File: config.mk
export PLATFORM = sky130hd
export DESIGN_NAME = scht_ctrl
export DESIGN_NICKNAME = d
export VERILOG_FILES = /design/src/rtl/scht_pkg.sv /design/src/rtl/scht_ctrl.sv
export SDC_FILE = /design/constraint.sdc
export NUM_CORES = 1
export LEC_CHECK = 0
export BUFFER_PORTS_ARGS = -buffer_cell sky130_fd_sc_hd__buf_2
export CAP_MARGIN = 20
export CORE_ASPECT_RATIO = 0.5
export CORE_MARGIN = 2
export CORE_UTILIZATION = 35
export DETAILED_ROUTE_END_ITERATION = 12
export SLEW_MARGIN = 20
export SYNTH_ARGS = -nofsm -noshare
export SYNTH_HDL_FRONTEND = slang
export SYNTH_SLANG_ARGS = --single-unit
File: constraint.sdc
create_clock -name clk_i -period 1.6 [get_ports clk_i]
set_input_delay 0.08 -clock clk_i [delete_from_list [all_inputs] [get_ports clk_i]]
set_output_delay 0.08 -clock clk_i [all_outputs]
set_load 0.01 [all_outputs]
File: src/rtl/scht_pkg.sv
package scht_pkg;

  localparam int unsigned TableSizeDefault  = 256;
  localparam int unsigned PoolDepthDefault  = 1024;
  localparam int unsigned HandleBitsDefault = 16;

  localparam int unsigned KeyW    = 32;
  localparam int unsigned HandleW = 16;
  localparam int unsigned CmdW    = 2;
  localparam int unsigned StatusW = 2;

  typedef enum logic [CmdW-1:0] {
    CMD_INSERT = 2'd0,
    CMD_REMOVE = 2'd1,
    CMD_LOOKUP = 2'd2,
    CMD_NONE   = 2'd3
  } cmd_e;

  localparam logic [StatusW-1:0] STATUS_OK       = 2'd0;
  localparam logic [StatusW-1:0] STATUS_NOT_FOUND = 2'd1;
  localparam logic [StatusW-1:0] STATUS_POOL_FULL = 2'd2;

  // datapath operations chosen by the controller
  typedef enum logic [3:0] {
    OP_IDLE,
    OP_CAPTURE,
    OP_CLEAR,
    OP_RD_HEAD,
    OP_RD_NODE,
    OP_STEP,
    OP_RD_FREE,
    OP_INS_NODE,
    OP_INS_LINK,
    OP_REM_LINK,
    OP_REM_FREE,
    OP_DONE
  } op_e;

  // datapath status back to the controller
  typedef struct packed {
    logic clear_last;
    logic pool_empty;
    logic cur_nil;
    logic key_eq;
    logic key_gt;
  } dp_status_t;

endpackage

File: src/rtl/scht_ctrl.sv
module scht_ctrl (
  input  logic                clk_i,
  input  logic                rst_ni,
  input  logic                start_i,
  input  scht_pkg::cmd_e      cmd_i,
  input  scht_pkg::dp_status_t st_i,
  output scht_pkg::op_e       op_o,
  output logic                busy_o
);
  import scht_pkg::*;

  typedef enum logic [10:0] {
    S_CLEAR = 11'b00000000001,
    S_IDLE  = 11'b00000000010,
    S_HEAD  = 11'b00000000100,
    S_NODE  = 11'b00000001000,
    S_EVAL  = 11'b00000010000,
    S_FREE  = 11'b00000100000,
    S_INSN  = 11'b00001000000,
    S_INSL  = 11'b00010000000,
    S_REML  = 11'b00100000000,
    S_REMF  = 11'b01000000000,
    S_DONE  = 11'b10000000000
  } state_e;

  state_e state_q, state_d;
  cmd_e   cmd_q, cmd_d;
  op_e    op;

  // next state and datapath operation
  always_comb begin
    state_d = state_q;
    cmd_d   = cmd_q;
    op      = OP_IDLE;
    unique case (state_q)
      S_CLEAR: begin
        op = OP_CLEAR;
        if (st_i.clear_last) state_d = S_IDLE;
      end
      S_IDLE: begin
        if (start_i) begin
          op    = OP_CAPTURE;
          cmd_d = cmd_i;
          if (cmd_i == CMD_NONE) state_d = S_DONE;
          else state_d = S_HEAD;
        end
      end
      S_HEAD: begin
        op = OP_RD_HEAD;
        if (cmd_q == CMD_INSERT) state_d = S_FREE;
        else state_d = S_NODE;
      end
      S_FREE: begin
        op = OP_RD_FREE;
        if (st_i.pool_empty) state_d = S_DONE;
        else state_d = S_NODE;
      end
      S_NODE: begin
        op = OP_RD_NODE;
        state_d = S_EVAL;
      end
      S_EVAL: begin
        if (st_i.cur_nil) begin
          if (cmd_q == CMD_INSERT) state_d = S_INSN;
          else state_d = S_DONE;
        end else if (st_i.key_eq) begin
          if (cmd_q == CMD_INSERT) begin
            op = OP_STEP;
            state_d = S_INSN;
          end else if (cmd_q == CMD_REMOVE) state_d = S_REML;
          else state_d = S_DONE;
        end else if (st_i.key_gt && cmd_q == CMD_INSERT) begin
          state_d = S_INSN;
        end else begin
          op = OP_STEP;
          state_d = S_EVAL;
        end
      end
      S_INSN: begin
        op = OP_INS_NODE;
        state_d = S_INSL;
      end
      S_INSL: begin
        op = OP_INS_LINK;
        state_d = S_DONE;
      end
      S_REML: begin
        op = OP_REM_LINK;
        state_d = S_REMF;
      end
      S_REMF: begin
        op = OP_REM_FREE;
        state_d = S_DONE;
      end
      S_DONE: begin
        op = OP_DONE;
        state_d = S_IDLE;
      end
      default: state_d = S_IDLE;
    endcase
  end

  // state registers
  always_ff @(posedge clk_i or negedge rst_ni) begin
    if (!rst_ni) begin
      state_q <= S_CLEAR;
      cmd_q   <= CMD_NONE;
    end else begin
      state_q <= state_d;
      cmd_q   <= cmd_d;
    end
  end

  assign op_o   = op;
  assign busy_o = (state_q != S_IDLE);

endmodule

==> insert_results.sql <==
INSERT INTO impl_metrics (metric_group, metric, value, unit) VALUES
('run_status', 'outcome', 'finished with violations', ''),
('run_status', 'violations', 'setup timing', ''),
('layout', 'layout-drive-gt1-share', '0.538', ''),
('placed_design', 'placedCellCount', '184', ''),
('sta', 'rsz_0062_raised_after_global_routing', 'yes', ''),
('worst_setup_path', 'setup.reg_to_reg.worst_slack', '-100', 'ps'),
('clock_network', 'h-tree-depth', '1', ''),
('sta', 'worst_hold_slack', '32.7', 'ps'),
('grt', 'via_count_of_the_first_global_routing_pass', '921', ''),
('sta', 'tns', '-916', 'ps'),
('die', 'fp.dieArea', '3380', 'sq um'),
('pwr', 'power.switching_fraction', '0.394', ''),
('worst_setup_path', 'cpMaxStageDelayCell', 'or4_4', ''),
('worst_setup_path', 'critical_path.endpoint', 'op_o[2]', ''),
('logic_synthesis', 'synthesis.area_per_instance', '8.92', 'sq um'),
('sta', 'fin_ws', '-270', 'ps'),
('worst_setup_path', 'slowest_delay', '520', 'ps'),
('placed_design', 'buffer_ports.inserted', '14', ''),
('die', 'placeableCoreArea', '2680', 'sq um'),
('worst_setup_path', 'r2r_start', 'state_q[5]', ''),
('pwr', 'clockPowerShare', '0.157', ''),
('pwr', 'pwr-share-seq', '0.258', ''),
('detailed_routing', 'detail-route-antenna-nets', '0', ''),
('detailed_routing', 'post_drt_via_cell_ratio', '5.33', ''),
('sta', 'achievable-frequency', '535', 'MHz'),
('sta', 'worst_slew_slack_as_a_fraction_of_its_limit', '0.787', ''),
('logic_synthesis', 'synth-edff-count', '0', ''),
('die', 'initial_utilization', '0.379', ''),
('pwr', 'power', '1.93', 'mW'),
('worst_setup_path', 'cp_num_cells', '5', ''),
('worst_setup_path', 'crit_buf_inv', '1', ''),
('detailed_routing', 'drtPass1Iterations', '4', ''),
('sta', 'hold_fails_final_rpt', '0', ''),
('clock_network', 'cts_tree', 'done', ''),
('clock_network', 'cts_num_sinks', '13', ''),
('pwr', 'cellLeakagePower', '0.701', 'nW'),
('layout', 'multi_input_comb_area', '708', 'sq um'),
('logic_synthesis', 'yosysTopAreaCellShare', '0.246', ''),
('placed_design', 'post_dp_cell_area', '1280', 'sq um'),
('worst_setup_path', 'timing.critical_path.from_type', 'flip-flop', ''),
('pwr', 'power.ir.vdd_worst', '1.23', 'mV'),
('logic_synthesis', 'synth-seq-cells', '13', ''),
('logic_synthesis', 'mapped_nets', '124', ''),
('pwr', 'powerDensity', '1280', 'nW/um^2'),
('grt', 'overflow', '0', ''),
('sta', 'setup_viol', '6', ''),
('sta', 'period_needed', '1870', 'ps'),
('logic_synthesis', 'yosys.cell_types.count', '44', ''),
('layout', 'synthToLayoutAreaGrowth', '48.0', '%'),
('detailed_routing', 'detailroute.via_count', '1028', ''),
('layout', 'fillers', '242', ''),
('clock_network', 'path_clk_slew', '60', 'ps'),
('sta', 'period_share', '1.17', ''),
('worst_setup_path', 'regToRegEndpoint', 'state_q[1]', ''),
('logic_synthesis', 'yosys-top-cells-area', 'dfrtp_1, dfstp_2, xor2_1', ''),
('pwr', 'power.net_switching', '760', 'uW'),
('clock_network', 'cts_buffers', '3', ''),
('worst_setup_path', 'worst-path-max-fanout', '2', ''),
('clock_network', 'clock_latency_on_the_worst_skew_pair', '240', 'ps'),
('pwr', 'share_comb_of_total_power', '0.585', ''),
('grt', 'antenna_found_initial', '0', ''),
('layout', 'final_util', '0.561', ''),
('worst_setup_path', 'cp-startpoint', 'state_q[2]', ''),
('placed_design', 'place.gp.congestion', '0.829', ''),
('grt', 'groute.usage.overall', '0.160', ''),
('run', 'cap_viol_max_count', '0', ''),
('logic_synthesis', 'yosysWarnings', '0', ''),
('sta', 'finClkSkew', '3.35', 'ps'),
('placed_design', 'detailed_placement_hpwl', '2.04', 'mm'),
('worst_setup_path', 'timing.critical_path.to_type', 'output port', ''),
('worst_setup_path', 'critical_path_required', '1520', 'ps');
[layout make-up]
class                      count  share of cell area
clock buffer                   4              0.0299
inverter                       3             0.00748
multi-input combinational     88               0.470
sequential                    13               0.221
tap                           37              0.0308
timing repair buffer          48               0.240
[how the worst min path moves through the flow]
stage	from	endpoint	slack, ps	depth (start not counted)
3_5_place_dp	rst_ni	state_q[2]	-20	1
2_1_floorplan	rst_ni	state_q[10]	-220	0
3_3_place_gp	rst_ni	state_q[2]	-20	1
6_report	cmd_i[1]	state_q[2]	30	2
5_1_grt	cmd_i[1]	state_q[2]	30	2
4_1_cts	cmd_i[1]	state_q[2]	40	2
[state kept, by name, indices dropped and copies added, names as in the netlist]
| register | count |
|---|---|
| cmd_q | 2 |
| state_q | 11 |
[cell usage after synthesis, types with 2 or more instances]
master / instances
dfrtp_1: 10
nand2_1: 10
nor2_1: 10
nor3_1: 8
xor2_1: 6
a21oi_1: 5
nand3_1: 5
o21ai_0: 5
buf_2: 4
nand4_1: 4
buf_4: 3
dfstp_2: 3
inv_1: 3
and3_1: 2
and3_2: 2
buf_6: 2
mux2_4: 2
nand2b_1: 2
nor3_4: 2
xnor2_1: 2
[metal layers]
metal	wire length, um	global-route usage	vias up
met2	1240	0.258	30
met4	17	0.0203	0
met3	120	0.0323	2
li1	-	-	496
met5	0	0	-
met1	1340	0.229	500
[layout by cell type (no fill, tap or decap), types with 2 or more instances in the layout]
cell | netlist | routed
buf_4 | 3 | 29
buf_2 | 4 | 11
nand2_1 | 10 | 7
buf_6 | 2 | 7
dfrtp_1 | 10 | 7
xor2_1 | 6 | 6
nor2_1 | 10 | 6
nor3_1 | 8 | 5
a21oi_1 | 5 | 5
o21ai_1 | 0 | 4
nand3_1 | 5 | 4
nand4_1 | 4 | 4
nor3_4 | 2 | 3
nor2_2 | 0 | 3
inv_1 | 3 | 3
clkbuf_8 | 0 | 3
dfstp_2 | 3 | 3
dfrtp_2 | 0 | 3
nor4_4 | 1 | 2
nand2b_1 | 2 | 2
and3_1 | 2 | 2
xnor2_1 | 2 | 2
nand3_2 | 1 | 2
nand2_2 | 0 | 2
nor3_2 | 0 | 2
mux2_4 | 2 | 2
and3_2 | 2 | 2
[power groups by stage]
stage | clock, mW | combinational [mW] | sequential (mW)
2_1_floorplan | 0 | 0.601 | 0.463
3_3_place_gp | 0 | 0.889 | 0.481
3_5_place_dp | 0 | 0.894 | 0.485
4_1_cts | 0.305 | 0.978 | 0.491
5_1_grt | 0.320 | 1.22 | 0.505
6_report | 0.303 | 1.13 | 0.497
[cells by family (layout without fill, tap and decap cells)]
group,count (synthesis),after routing,synth area share
simple gates,57,57,0.359
compound gates,21,21,0.140
xor+xnor,8,8,0.0689
buf+inv,13,55,0.0787
flops,13,13,0.323
mux,2,2,0.0295
[worst register-to-register path: cells and delay by family, from the launching register on]
kind                   cells  cell delay (ps)
flip-flops                 1              450
buffers and inverters      1              190
AO/OA/AOI/OAI              3              520
AND/OR/NAND/NOR            2              410
[what timing repair did]
item                                    CTS  global route
setup buffers                             2             2
gates resized for setup                  18            18
hold endpoints to repair                 13             0
endpoints found under the setup margin   10             9
hold buffers                              1             0
pin swaps                                 5            11
Power figures use the tool's default switching activity.
